### src/design/prqs_pkg.sv
// Shared sizes, codes and field widths of the priority ready-queue scheduler.
package prqs_pkg;

    localparam int LEVELS  = 32;
    localparam int THREADS = 64;

    localparam int TID_W  = $clog2(THREADS);
    localparam int LVL_W  = $clog2(LEVELS);
    localparam int LINK_W = TID_W + 1;
    localparam int REQ_W  = 2;
    localparam int STAT_W = 2;

    // Link value that marks the end of a list
    localparam logic [LINK_W-1:0] NIL = LINK_W'(THREADS);

    // Request codes
    localparam logic [REQ_W-1:0] REQ_ENQ    = 2'd0;
    localparam logic [REQ_W-1:0] REQ_POP    = 2'd1;
    localparam logic [REQ_W-1:0] REQ_REMOVE = 2'd2;

    // Status codes
    localparam logic [STAT_W-1:0] ST_OK        = 2'd0;
    localparam logic [STAT_W-1:0] ST_EMPTY     = 2'd1;
    localparam logic [STAT_W-1:0] ST_NOT_FOUND = 2'd2;
    localparam logic [STAT_W-1:0] ST_REJECT    = 2'd3;

endpackage

### src/design/prqs_ram.sv
// Generic single write port RAM with one registered read port.
module prqs_ram #(
    parameter int WIDTH = 8,
    parameter int DEPTH = 32
) (
    input  logic                     clk,
    input  logic                     we,
    input  logic [$clog2(DEPTH)-1:0] waddr,
    input  logic [WIDTH-1:0]         wdata,
    input  logic [$clog2(DEPTH)-1:0] raddr,
    output logic [WIDTH-1:0]         rdata
);

    logic [WIDTH-1:0] mem [DEPTH];

    // Write port
    always_ff @(posedge clk)
    begin
        if (we)
        begin
            mem[waddr] <= wdata;
        end
    end

    // Registered read port
    always_ff @(posedge clk)
    begin
        rdata <= mem[raddr];
    end

endmodule

### src/design/priority_ready_queue_scheduler.sv
// Top level of the bitmap priority ready-queue scheduler.
//
//  channel | handshake              | fields
//  --------+------------------------+--------------------------------------
//  request | in_valid / in_stall    | req_type, thread_id, priority_req
//  result  | out_valid / out_stall  | popped_thread, status
//
// Enqueue reads the level's head and tail, appends the entry, links the old tail
// and then loads the result register; pop reads the level and the head's link.
// Remove walks its level's list, one read of the link memory per list step, until
// it finds the thread or, on a miss, reaches the end of the level. Rejected or
// empty requests skip the memory steps and go straight to loading the result
// register. One item is in progress at a time; the next is taken back in idle.
// Reset clears the ready bitmap and the queued flags; the head/tail and link
// memories need no clearing, a level's head and tail count only while its bit
// is set. A stalled result is held in the output register while the next item
// is accepted; a further result waits until that register is free.
module priority_ready_queue_scheduler (
    input  logic                         clk,
    input  logic                         rst_n,
    input  logic                         in_valid,
    output logic                         in_stall,
    input  logic [prqs_pkg::REQ_W-1:0]   req_type,
    input  logic [prqs_pkg::TID_W-1:0]   thread_id,
    input  logic [prqs_pkg::LVL_W-1:0]   priority_req,
    output logic                         out_valid,
    input  logic                         out_stall,
    output logic [prqs_pkg::TID_W-1:0]   popped_thread,
    output logic [prqs_pkg::STAT_W-1:0]  status
);
    import prqs_pkg::*;

    typedef enum logic [2:0] {
        S_IDLE,
        S_LVLRD,
        S_ENQ2,
        S_POP2,
        S_WALK,
        S_FIN
    } state_t;

    state_t              state_reg,      state_next;
    logic [REQ_W-1:0]    req_reg,        req_next;
    logic [TID_W-1:0]    tid_reg,        tid_next;
    logic [LVL_W-1:0]    lvl_reg,        lvl_next;
    logic                had_reg,        had_next;
    logic [TID_W-1:0]    head_reg,       head_next;
    logic [TID_W-1:0]    tail_reg,       tail_next;
    logic [TID_W-1:0]    cur_reg,        cur_next;
    logic [LINK_W-1:0]   prev_reg,       prev_next;
    logic [TID_W-1:0]    res_thread_reg, res_thread_next;
    logic [STAT_W-1:0]   res_status_reg, res_status_next;
    logic [LEVELS-1:0]   mask_reg,       mask_next;
    logic [THREADS-1:0]  queued_reg,     queued_next;
    logic                out_valid_reg,  out_valid_next;
    logic [TID_W-1:0]    out_thread_reg, out_thread_next;
    logic [STAT_W-1:0]   out_status_reg, out_status_next;

    // Memory ports
    logic                link_we;
    logic [TID_W-1:0]    link_waddr;
    logic [LINK_W-1:0]   link_wdata;
    logic [TID_W-1:0]    link_raddr;
    logic [LINK_W-1:0]   link_rdata;
    logic                level_we;
    logic [LVL_W-1:0]    level_waddr;
    logic [2*TID_W-1:0]  level_wdata;
    logic [LVL_W-1:0]    level_raddr;
    logic [2*TID_W-1:0]  level_rdata;

    logic [LVL_W-1:0]    ffs_lvl;
    logic [TID_W-1:0]    rd_head;
    logic                link_nil;
    logic [LINK_W-1:0]   nx;
    logic                prev_ok;
    logic [LINK_W-1:0]   new_head;
    logic [LINK_W-1:0]   new_tail;

    // Per-thread next links
    prqs_ram #(
        .WIDTH (LINK_W),
        .DEPTH (THREADS)
    ) u_link_ram (
        .clk   (clk),
        .we    (link_we),
        .waddr (link_waddr),
        .wdata (link_wdata),
        .raddr (link_raddr),
        .rdata (link_rdata)
    );

    // Per-level head and tail, valid while the level's ready bit is set
    prqs_ram #(
        .WIDTH (2 * TID_W),
        .DEPTH (LEVELS)
    ) u_level_ram (
        .clk   (clk),
        .we    (level_we),
        .waddr (level_waddr),
        .wdata (level_wdata),
        .raddr (level_raddr),
        .rdata (level_rdata)
    );

    // Find the most urgent ready level
    always_comb
    begin
        ffs_lvl = '0;
        for (int i = LEVELS - 1; i >= 0; i--)
        begin
            if (mask_reg[i])
            begin
                ffs_lvl = LVL_W'(i);
            end
        end
    end

    // Decode memory read data
    assign rd_head  = level_rdata[2*TID_W-1:TID_W];
    assign link_nil = (link_rdata >= NIL);
    assign nx       = link_nil ? NIL : link_rdata;
    assign prev_ok  = (prev_reg < NIL);
    assign new_head = prev_ok ? {1'b0, head_reg} : nx;
    assign new_tail = (tail_reg == cur_reg) ? prev_reg : {1'b0, tail_reg};

    // Read addresses
    assign level_raddr = (req_type == REQ_POP) ? ffs_lvl : priority_req;
    assign link_raddr  = (state_reg == S_LVLRD) ? rd_head : link_rdata[TID_W-1:0];

    // Sequence one item through the memories
    always_comb
    begin
        state_next      = state_reg;
        req_next        = req_reg;
        tid_next        = tid_reg;
        lvl_next        = lvl_reg;
        had_next        = had_reg;
        head_next       = head_reg;
        tail_next       = tail_reg;
        cur_next        = cur_reg;
        prev_next       = prev_reg;
        res_thread_next = res_thread_reg;
        res_status_next = res_status_reg;
        mask_next       = mask_reg;
        queued_next     = queued_reg;
        out_thread_next = out_thread_reg;
        out_status_next = out_status_reg;
        out_valid_next  = out_valid_reg;
        link_we         = 1'b0;
        link_waddr      = tid_reg;
        link_wdata      = NIL;
        level_we        = 1'b0;
        level_waddr     = lvl_reg;
        level_wdata     = {head_reg, tail_reg};

        // Drop a result once taken
        if (out_valid_reg && !out_stall)
        begin
            out_valid_next = 1'b0;
        end

        case (state_reg)
            S_IDLE:
            begin
                if (in_valid)
                begin
                    req_next        = req_type;
                    tid_next        = thread_id;
                    lvl_next        = level_raddr;
                    had_next        = mask_reg[level_raddr];
                    res_thread_next = '0;
                    state_next      = S_LVLRD;
                    case (req_type)
                        REQ_ENQ:
                        begin
                            if (queued_reg[thread_id])
                            begin
                                res_status_next = ST_REJECT;
                                state_next      = S_FIN;
                            end
                        end
                        REQ_POP:
                        begin
                            if (mask_reg == '0)
                            begin
                                res_status_next = ST_EMPTY;
                                state_next      = S_FIN;
                            end
                        end
                        REQ_REMOVE:
                        begin
                            if (!queued_reg[thread_id] || !mask_reg[priority_req])
                            begin
                                res_status_next = ST_NOT_FOUND;
                                state_next      = S_FIN;
                            end
                        end
                        default:
                        begin
                            res_status_next = ST_REJECT;
                            state_next      = S_FIN;
                        end
                    endcase
                end
            end

            S_LVLRD:
            begin
                head_next = rd_head;
                tail_next = level_rdata[TID_W-1:0];
                case (req_reg)
                    REQ_ENQ:
                    begin
                        // Terminate the new entry and append it to the level
                        link_we     = 1'b1;
                        link_waddr  = tid_reg;
                        link_wdata  = NIL;
                        level_we    = 1'b1;
                        level_wdata = {(had_reg ? rd_head : tid_reg), tid_reg};
                        mask_next[lvl_reg]   = 1'b1;
                        queued_next[tid_reg] = 1'b1;
                        state_next  = S_ENQ2;
                    end
                    REQ_POP:
                    begin
                        cur_next   = rd_head;
                        state_next = S_POP2;
                    end
                    default:
                    begin
                        cur_next   = rd_head;
                        prev_next  = NIL;
                        state_next = S_WALK;
                    end
                endcase
            end

            S_ENQ2:
            begin
                // Link the old tail to the new entry
                if (had_reg)
                begin
                    link_we    = 1'b1;
                    link_waddr = tail_reg;
                    link_wdata = {1'b0, tid_reg};
                end
                res_status_next = ST_OK;
                state_next      = S_FIN;
            end

            S_POP2:
            begin
                // Advance the head past the popped thread
                queued_next[cur_reg] = 1'b0;
                res_thread_next      = cur_reg;
                res_status_next      = ST_OK;
                if (link_nil)
                begin
                    mask_next[lvl_reg] = 1'b0;
                end
                else
                begin
                    level_we    = 1'b1;
                    level_wdata = {link_rdata[TID_W-1:0], tail_reg};
                end
                state_next = S_FIN;
            end

            S_WALK:
            begin
                if (cur_reg == tid_reg)
                begin
                    // Unlink the thread and repair head and tail
                    if (prev_ok)
                    begin
                        link_we    = 1'b1;
                        link_waddr = prev_reg[TID_W-1:0];
                        link_wdata = nx;
                    end
                    queued_next[cur_reg] = 1'b0;
                    if (new_head == NIL)
                    begin
                        mask_next[lvl_reg] = 1'b0;
                    end
                    else
                    begin
                        level_we    = 1'b1;
                        level_wdata = {new_head[TID_W-1:0], new_tail[TID_W-1:0]};
                    end
                    res_status_next = ST_OK;
                    state_next      = S_FIN;
                end
                else if (link_nil)
                begin
                    res_status_next = ST_NOT_FOUND;
                    state_next      = S_FIN;
                end
                else
                begin
                    prev_next = {1'b0, cur_reg};
                    cur_next  = link_rdata[TID_W-1:0];
                end
            end

            S_FIN:
            begin
                // Hand the result over once the output register is free
                if (!out_valid_reg || !out_stall)
                begin
                    out_valid_next  = 1'b1;
                    out_thread_next = res_thread_reg;
                    out_status_next = res_status_reg;
                    state_next      = S_IDLE;
                end
            end

            default:
            begin
                state_next = S_IDLE;
            end
        endcase
    end

    // Hold state and registered outputs
    always_ff @(posedge clk or negedge rst_n)
    begin
        if (!rst_n)
        begin
            state_reg      <= S_IDLE;
            req_reg        <= '0;
            tid_reg        <= '0;
            lvl_reg        <= '0;
            had_reg        <= 1'b0;
            head_reg       <= '0;
            tail_reg       <= '0;
            cur_reg        <= '0;
            prev_reg       <= NIL;
            res_thread_reg <= '0;
            res_status_reg <= ST_OK;
            mask_reg       <= '0;
            queued_reg     <= '0;
            out_valid_reg  <= 1'b0;
            out_thread_reg <= '0;
            out_status_reg <= ST_OK;
        end
        else
        begin
            state_reg      <= state_next;
            req_reg        <= req_next;
            tid_reg        <= tid_next;
            lvl_reg        <= lvl_next;
            had_reg        <= had_next;
            head_reg       <= head_next;
            tail_reg       <= tail_next;
            cur_reg        <= cur_next;
            prev_reg       <= prev_next;
            res_thread_reg <= res_thread_next;
            res_status_reg <= res_status_next;
            mask_reg       <= mask_next;
            queued_reg     <= queued_next;
            out_valid_reg  <= out_valid_next;
            out_thread_reg <= out_thread_next;
            out_status_reg <= out_status_next;
        end
    end

    assign in_stall      = (state_reg != S_IDLE);
    assign out_valid     = out_valid_reg;
    assign popped_thread = out_thread_reg;
    assign status        = out_status_reg;

    // A new result appears only when the sequencer hands one over
    a_result_from_fin: assert property (@(posedge clk) disable iff (!rst_n)
        $rose(out_valid) |-> $past(state_reg == S_FIN))
        else $error("result appeared without a finished item");

    // A popped thread is no longer marked as queued
    a_pop_clears_flag: assert property (@(posedge clk) disable iff (!rst_n)
        (state_reg == S_POP2) |=> !queued_reg[$past(cur_reg)])
        else $error("popped thread still marked as queued");

    // After an append the level is ready and the thread is queued
    a_enq_marks: assert property (@(posedge clk) disable iff (!rst_n)
        (state_reg == S_ENQ2) |-> (mask_reg[lvl_reg] && queued_reg[tid_reg]))
        else $error("enqueued thread or level not marked");

endmodule

### config.mk
export PLATFORM = sky130hd
export DESIGN_NAME = priority_ready_queue_scheduler
export DESIGN_NICKNAME = d
export VERILOG_FILES = /design/src/design/prqs_pkg.sv /design/src/design/prqs_ram.sv /design/src/design/priority_ready_queue_scheduler.sv
export SDC_FILE = /design/constraint.sdc
export NUM_CORES = 1
export LEC_CHECK = 0
export BUFFER_PORTS_ARGS = -buffer_cell sky130_fd_sc_hd__buf_2
export CAP_MARGIN = 25
export CELL_PAD_IN_SITES_DETAIL_PLACEMENT = 0
export CELL_PAD_IN_SITES_GLOBAL_PLACEMENT = 2
export CORE_UTILIZATION = 43
export DETAILED_ROUTE_END_ITERATION = 6
export PLACE_DENSITY_LB_ADDON = 0.1
export SLEW_MARGIN = 10
export SYNTH_ARGS = -nofsm -noshare
export SYNTH_HDL_FRONTEND = slang
export SYNTH_SLANG_ARGS = --single-unit
export TNS_END_PERCENT = 100
### constraint.sdc
create_clock -name clk -period 3.15 [get_ports clk]
set_input_delay 0.63 -clock clk [delete_from_list [all_inputs] [get_ports clk]]
set_output_delay 0.63 -clock clk [all_outputs]
set_load 0.05 [all_outputs]
## Yosys cells after proc, flatten, opt, wreduce, memory -nomap -nowiden

Memories as Yosys holds them, arrays and structs flattened. A register that Yosys moved wholly into a read port is not among the register bits.
Cells that the tools add are included.

| operators by class | value |
|---|---|
| muxes and demuxes | 115 |
| bitwise operators | 6 |
| reduce and logical (&&, ||, !) cells | 30 |
| equal/unequal tests | 25 |
| $lt $le $gt $ge | 11 |

Operators with widths:

| cell | number |
|---|---|
| one-hot mux 64 bit (3 select lines) | 1 |
| two-way mux 5 bit | 33 |
| two-way mux 32 bit | 4 |
| two-way mux 64 bit | 2 |
| one-hot mux 32 bit (3 select lines) | 1 |
| bitwise AND 64 bit | 1 |
| inverter 64 bit | 1 |
| OR 64 bit | 1 |
| two-way mux 6 bit | 10 |
| two-way mux 7 bit | 8 |
| two-way mux 12 bit | 4 |
| one-hot mux 12 bit (3 select lines) | 1 |
| one-hot mux 6 bit (2 select lines) | 3 |
| bitwise AND 32 bit | 1 |
| zero test 32 bit | 1 |
| inverter 32 bit | 1 |
| OR 32 bit | 1 |
| one-hot mux 7 bit (2 select lines) | 2 |
| < comparator 6 x 7 -> 1 bit (second input constant) | 3 |
| two-way mux 3 bit | 7 |
| two-way mux 1 bit | 20 |
| < comparator 5 x 6 -> 1 bit (second input constant) | 3 |
| != test 2 bit (second input constant) | 9 |
| one-hot mux 3 bit (5 select lines) | 1 |
| other kinds (35) | 68 |

| storage, ports and cells | value |
|---|---|
| memories | 2 |
| output and inout port bits | 10 |
| input bits | 17 |
| RAM bits | 832 |
| register bits after elaboration | 155 |
| logic and storage cells | 205 |

Memory list:

| name | words | width | rd ports | clocked after memory_dff | wr ports | line | text |
|---|---|---|---|---|---|---|---|
| u_link_ram.mem | 64 | 7 | 1 | 1 | 1 | prqs_ram.sv:14 | `logic [WIDTH-1:0] mem [DEPTH];` |
| u_level_ram.mem | 32 | 12 | 1 | 1 | 1 | prqs_ram.sv:14 |  |

## Longest topological paths before layout

Gate-level depths: netlist of the first run.

| logic depth | value |
|---|---|
| depth in word-level cells | 35 |
| gate-level depth with buffers | 12 |

## Hierarchy

Synthesis of the first run repeated with hierarchy kept, for this count alone.

| unflattened totals | value |
|---|---|
| cells, all modules | 2644 |
| area, all modules | 41969.0 µm² |

Modules (own cells, without submodules):

| module | instances | sequential area each (µm²) | area an instance (µm²) | cells an instance |
|---|---|---|---|---|
| prqs_ram at u_link_ram | 1 | 13593.0 | 17635.7 | 827 |
| prqs_ram at u_level_ram | 1 | 11771.3 | 15468.6 | 868 |
| priority_ready_queue_scheduler | 1 | 3880.0 | 8864.8 | 949 |

## Least setup slack after synthesis of the first run

No wires, ideal clock.

| timing | value |
|---|---|
| path kind | reg2reg |
| start point | register state_reg[0] |
| end point | memory u_link_ram.mem[0][6] (netlist bit) (data pin) |
| path buffers | 2 |
| data arrival time | 2.845 ns |
| stages on the path, launching flop included | 7 |
| setup slack | -0.195 ns |
| setup time | 0.500 ns |
| cell sequence | dfrtp_1 -> clkbuf_1 -> nor2_1 -> nand2_1 -> clkbuf_1 -> nor4_1 -> nor2_1 |

| between the ends | value |
|---|---|
| cells in the longest elaborated chain, start to end | 2 |
| elaborated cells on any way between the ends | 3 |
| those cells by class | eq/ne: 2; mux: 1 |

RTL lines:

| what | line | text |
|---|---|---|
| from (decl) | priority_ready_queue_scheduler.sv:42 | `state_t state_reg, state_next;` |
| from (signal assigned) | priority_ready_queue_scheduler.sv:348 | `state_reg <= state_next;` |
| == test 3 bit / == test 3 x 2 -> 1 bit (equally long branches) | priority_ready_queue_scheduler.sv:162 | `case (state_reg)` |
| one-hot mux 7 bit (2 select lines) (*) | priority_ready_queue_scheduler.sv:162 |  |
| via link_wdata[6] | priority_ready_queue_scheduler.sv:62 | `logic [LINK_W-1:0] link_wdata;` |
| to (decl) | prqs_ram.sv:14 |  |

The timed path passes the listed nets; every way through them passes the cells marked *.

==> qor.txt, run 1 <==
Tcrit/Tclk final -> 101%
largest net degree at the start of global routing -> 65
Post-Synthesis Cells -> 2760
Final nets -> 3161
DRC errors left -> 0
Worst Path Required -> 3720 ps
P&R area growth vs syn -> 22.6%
top cells by area, synth -> edfxtp_1, dfrtp_1, mux4_2, mux2i_1, nand2_1
Die ar. -> 99100 µm²
Arr. time, crit path -> 3760 ps
maxcap violations -> 0
fin crit period -> 3180 ps
Hold Slack -> 206 ps
Syn Area/Cell -> 15.2 µm²
worst r2r dst -> u_level_ram.rdata[2]
WHS Path Cells -> 3
WHS Endpoint -> out_valid
CTS tree -> done
Largest register FFs -> 448
VDD IR max -> 574 µV
multi-input logic area -> 12900 µm²
worst hold path startpoint -> out_stall
Die Ht -> 315 µm
total number of yosys warnings -> 0
cell taking the most area after synthesis -> edfxtp_1
Slew Limit Headroom -> 43.4%
R2R depth -> 12
Clock Root Buffer -> clkbuf_16
clock slew at reported path FFs -> 60 ps
critical path class -> flop to flop
Initial Utilization -> 43.4%
crit start category -> flop
port bufs -> 26
Seq/Total Area, Yosys -> 69.5%
Max Clock Skew -> 50.8 ps
row count -> 114
All-Layer GR Usage -> 23.3%
endpoints failing setup -> 1
worst skew pair latency -> 710 ps
Netlist cell types -> 67
P_leak -> 18.7 nW
clock buffer depth -> 3
Chip Width -> 315 µm
total gr overflow -> 0
antenna violations before repair -> 0
syn nets -> 2777
power per cell area -> 978 nW/µm²
Vias -> 25.7k
Via density -> 5.69
layout cells sized above 1 -> 29.0%
DR pass1 iterations -> 7
Register Area -> 29200 µm²
actual slew at the worst max-slew pin -> 848 ps
routed wire length -> 114000 µm
routability congestion estimate -> 0.820
number of synthesized register bits -> 1006
TritonCTS buffer count -> 106
worst-path fanout max -> 6
Min-Delay Path Class -> input port to flop
first-pass GRT wire length -> 172000 µm
post-synth top area share -> 59.4%
Max Slew Vio Count -> 0
drt initial violations -> 1968
Pwr Total -> 50.4 mW
violated checks -> setup timing
Mapped Area -> 42100 µm²
Boundary Pins -> 27
Fmax -> 314 MHz
worst reg-to-reg setup slack -> -30 ps
vias in the first global route -> 26.4k
htree depth -> 3
hpwl dp -> 74300 µm
RSZ-0062 raised after global routing -> true
CORE AREA -> 96900 µm²
Fillers -> 7945
Worst setup EP type -> flop
Final ANT Viol Nets -> 0
run status -> finished, violations left
Synth async-reset ratio -> 15.4%
Final Hold Fails -> 0
Primary FF master, synth -> edfxtp_1
Post-synth EDFFs -> 832
# clock sinks -> 1006
routed wire length per instance -> 25.3 µm
Worst Slack Setup Final -> -31.7 ps
==> layer usage <==
metal | vias up | routed length [µm] | share of wire [%] | GRT usage (%)
li1 | 11600 | - | - | -
met1 | 13400 | 50700 | 44 | 32.2
met2 | 555 | 57200 | 50 | 39.4
met3 | 146 | 4220 | 3.7 | 3.01
met4 | 0 | 2200 | 1.9 | 5.16
met5 | - | 0 | 0 | 0
==> cell families (layout without fill, tap and decap cells) <==
kind of cell,Yosys count,in the layout,synth area share (%)
AO/OA/AOI/OAI,543,543,8.72
other,0,1,0
multiplexers,326,326,12.1
flip-flops,1006,1006,69.5
AND/OR/NAND/NOR,683,683,7.39
buffers and inverters,190,664,2.05
XOR/XNOR,12,12,0.250
==> repair_timing <==
item / CTS / global route
buffers inserted: 11 / 8
hold buffers: 1 / 0
hold endpoints to repair: 50 / 0
gates cloned: 5 / 2
pin swaps: 24 / 39
setup endpoints to repair: 187 / 579
resized for setup: 82 / 100
==> cells in the final DEF (no fill, tap or decap), drive strengths merged, types with 9 or more instances in the layout <==
master,netlist,final
a311oi,55,55
edfxtp,832,832
buf,72,445
nand2b,12,12
or3,9,9
o211ai,13,13
bufinv,0,10
mux4,143,143
a211oi,127,127
a31oi,29,29
nor2,161,161
nand3,34,34
o31ai,39,39
nor4,25,25
nor3,16,16
nand2,306,306
inv,14,18
dfrtp,154,154
mux2,23,23
and2,78,78
nor2b,19,19
clkinv,0,48
o21ai,168,168
a21oi,43,43
a22o,17,17
mux2i,160,160
clkbuf,104,133
dfxtp,19,19
==> worst max path at each step <==
stage	to	depth (start not counted)	startpoint	slack, ps
after floorplan	u_level_ram.mem[0][6]	7	state_reg[2]	-90
after global placement	u_level_ram.rdata[3]	13	flop	-410
after detailed placement	u_level_ram.rdata[3]	13	flop	-420
after CTS	u_level_ram.rdata[2]	12	flop	-20
after global routing	u_level_ram.rdata[2]	12	flop	-150
final	u_level_ram.rdata[2]	12	flop	-30
==> report_power, final <==
part / internal (mW) / switching (mW)
sequential: 16.6 / 0.914
combinational: 8.51 / 11.9
clock: 7.15 / 5.31
==> layout make-up <==
class	instances	share of cell area, %
multi-input cells	1564	25.1
repair buffers	452	8.22
clock inverters	67	1.39
inverters	14	0.102
diodes	1	0.00485
clock buffers	131	5.41
flip-flops and latches	1006	56.7
well taps	1276	3.10
==> critical path, cell delays in order, from the launching register on <==
cell and delay (ps):
dfrtp_1 380, or4_4 540, o211ai_1 250, a21oi_2 150, or2_4 340, buf_12 160
buf_12 120, and2_4 130, a211oi_2 230, a211oi_2 60, a311oi_2 410, buf_4 230
nor4_4 50
==> stage by stage <==
step / instances / setup TNS [ps] / setup slack [ps] / util (%) / area [µm²]
finish: 4511 / -31.7 / -31.7 / 53.2 / 51600
global route: 4510 / -801 / -149 / 53.2 / 51600
CTS: 4503 / -57.8 / -17.8 / 52.6 / 51000
detailed placement: 4289 / -5110 / -417 / 48.3 / 46800
global placement: 4289 / -4720 / -406 / 48.3 / 46800
floorplan: 2760 / -5900 / -92.2 / - / 42100
==> cell usage after synthesis (14+ instances only) <==
| library cell | number |
|---|---|
| o21ai_0 | 167 |
| nand2_1 | 306 |
| dfxtp_1 | 19 |
| dfrtp_1 | 154 |
| inv_1 | 14 |
| nor2_1 | 158 |
| nor2b_1 | 19 |
| mux2_2 | 23 |
| mux2i_1 | 160 |
| buf_2 | 31 |
| and2_1 | 42 |
| a21oi_1 | 43 |
| a311oi_1 | 55 |
| nand3_1 | 33 |
| buf_1 | 14 |
| edfxtp_1 | 832 |
| mux4_2 | 143 |
| and2_0 | 36 |
| buf_4 | 25 |
| a31oi_1 | 29 |
| a211oi_1 | 127 |
| a22o_1 | 17 |
| nor3_1 | 15 |
| o31ai_1 | 39 |
| nor4_1 | 24 |
| clkbuf_1 | 103 |
Power figures use the tool's default switching activity.
==> run 2: changes to the inputs <==
--- a/config.mk
+++ b/config.mk
@@ -11,7 +11,7 @@
 export CELL_PAD_IN_SITES_GLOBAL_PLACEMENT = 2
 export CORE_UTILIZATION = 43
 export DETAILED_ROUTE_END_ITERATION = 6
-export PLACE_DENSITY_LB_ADDON = 0.1
+export PLACE_DENSITY = 0.74
 export SLEW_MARGIN = 10
 export SYNTH_ARGS = -nofsm -noshare
 export SYNTH_HDL_FRONTEND = slang
==> qor.txt, run 2 (synthesis results as in run 1) <==
worst reg-to-reg setup slack -> 7 ps
Finished Cell Area -> 51000 µm²
met1 Track Usage GR -> 30.8%
antenna violations before repair -> 3
routed wire length -> 114000 µm
WP depth -> 11
Final nets -> 3148
Final Hold Fails -> 0
VDD IR max -> 622 µV
commonest non-fill, non-tap cells in the layout -> edfxtp_1, buf_4, nand2_1, o21ai_0, nor2_1
Via density -> 5.78
# clock sinks -> 1006
WP buf/inv -> 3
worst-path fanout max -> 8
critical path class -> flop to flop
worst skew pair latency -> 690 ps
Post-Layout Cell Count -> 4495
htree depth -> 3
max incr delay on CP -> 550 ps
R2R depth -> 11
TritonCTS buffer count -> 103
CP delay by family, top -> compound AO/OA/AOI/OAI gates
Final ANT Viol Nets -> 0
RSZ-0062 raised after global routing -> true
actual slew at the worst max-slew pin -> 937 ps
layout cells sized above 1 -> 28.4%
row count -> 114
vias in the first global route -> 26.4k
DP Worst Slack -> -317 ps
largest net degree at the start of global routing -> 67
Finished Core Util -> 52.7%
run status -> complete, no violations
clock buffer depth -> 3
dpl cells -> 4259
multi-input logic area -> 12700 µm²
P_leak -> 18.5 nW
fin crit period -> 3140 ps
most common cell after layout, fill and taps aside -> edfxtp_1
DRC errors left -> 0
met2 usage -> 37.6%
Worst setup EP type -> flop
routability congestion estimate -> 0.882
port bufs -> 26
Die ar. -> 99100 µm²
P&R area growth vs syn -> 21.3%
Worst Slack Setup Final -> 7.27 ps
crit start category -> flop
Tcrit/Tclk final -> 99.8%
Initial Utilization -> 43.4%
global routing's busiest layer -> met2
CTS tree -> done
drt initial violations -> 2366
Die Ht -> 315 µm
Max Clock Skew -> 45.4 ps
worst setup path end -> u_level_ram.rdata[6]
Placed Area -> 46400 µm²
All-Layer GR Usage -> 22.8%
Fmax -> 318 MHz
clock slew at reported path FFs -> 60 ps
Register Area -> 29200 µm²
Worst Path Required -> 3700 ps
first-pass GRT wire length -> 169000 µm
Min-Delay Path Class -> input port to flop
Max Slew Vio Count -> 0
CORE AREA -> 96900 µm²
maxcap violations -> 0
ANT cells -> 0
Arr. time, crit path -> 3690 ps
Clock Root Buffer -> clkbuf_16
Largest register FFs -> 448
power per cell area -> 981 nW/µm²
met3 global-route usage -> 3.66%
Slew Limit Headroom -> 37.4%
Hold Slack -> 246 ps
Cell Chain, Critical Path -> or4_4, a211o_1, o21a_4, nor2_8, buf_12, buf_16, mux2i_2, nand2_2, a311oi_4, buf_4, nor4_2
endpoints failing setup -> 0
Chip Width -> 315 µm
DR pass1 iterations -> 5
routed wire length per instance -> 25.4 µm
Fillers -> 7905
Boundary Pins -> 27
worst hold path startpoint -> out_stall
Vias -> 26.0k
total gr overflow -> 0
Slowest cell on crit path -> or4_4
worst r2r dst -> u_level_ram.rdata[6]
hpwl dp -> 73700 µm
[run 2: report_power, final]
| group | internal (mW) | switching [mW] |
|---|---|---|
| Combinational | 8.45 | 11.9 |
| Clock | 6.96 | 5.16 |
| Sequential | 16.6 | 0.972 |
[run 2: layer usage]
metal / vias to the layer above / part of all wire [%]
li1: 11500 / -
met1: 13400 / 43
met2: 820 / 49
met3: 215 / 5.4
met4: 0 / 3.3
met5: - / 0
[run 2: metrics by stage]
step                TNS [ps]  total power, mW
floorplan              -5900             28.2
global placement       -1250             36.2
detailed placement     -2180             36.5
CTS                        0             49.1
global route            -460             52.3
finish                     0             50.1
[run 2: how the worst min path moves through the flow]
stage          slack (ps)  cells after the start           to
6_report              250                      3    out_valid
5_1_grt               230                      3    out_valid
3_3_place_gp          460                      2  head_reg[0]
3_5_place_dp          460                      2  head_reg[0]
2_1_floorplan         330                      0    async pin
4_1_cts               200                      3    out_valid
[run 2: tightest hold or removal path: stages]
cell	delay [ps]
buf_2	110
nand2_1	90
nand2_1	70
[run 2: cell type report]
type	count	area share (%)
Clock inverter	68	1.30
Clock buffer	125	5.31
Sequential cell	1006	57.3
Tap cell	1276	3.13
Timing Repair Buffer	442	7.88
Multi-Input combinational cell	1564	25.0
Inverter	14	0.103
[run 2: what timing repair did]
item                                    CTS  global route
hold endpoints to repair                 42             0
hold buffers                              1             0
gates cloned                              2             9
endpoints found under the setup margin  131           534
gates resized for setup                  46            94
pin swaps                                 8            23
setup buffers                             4            28
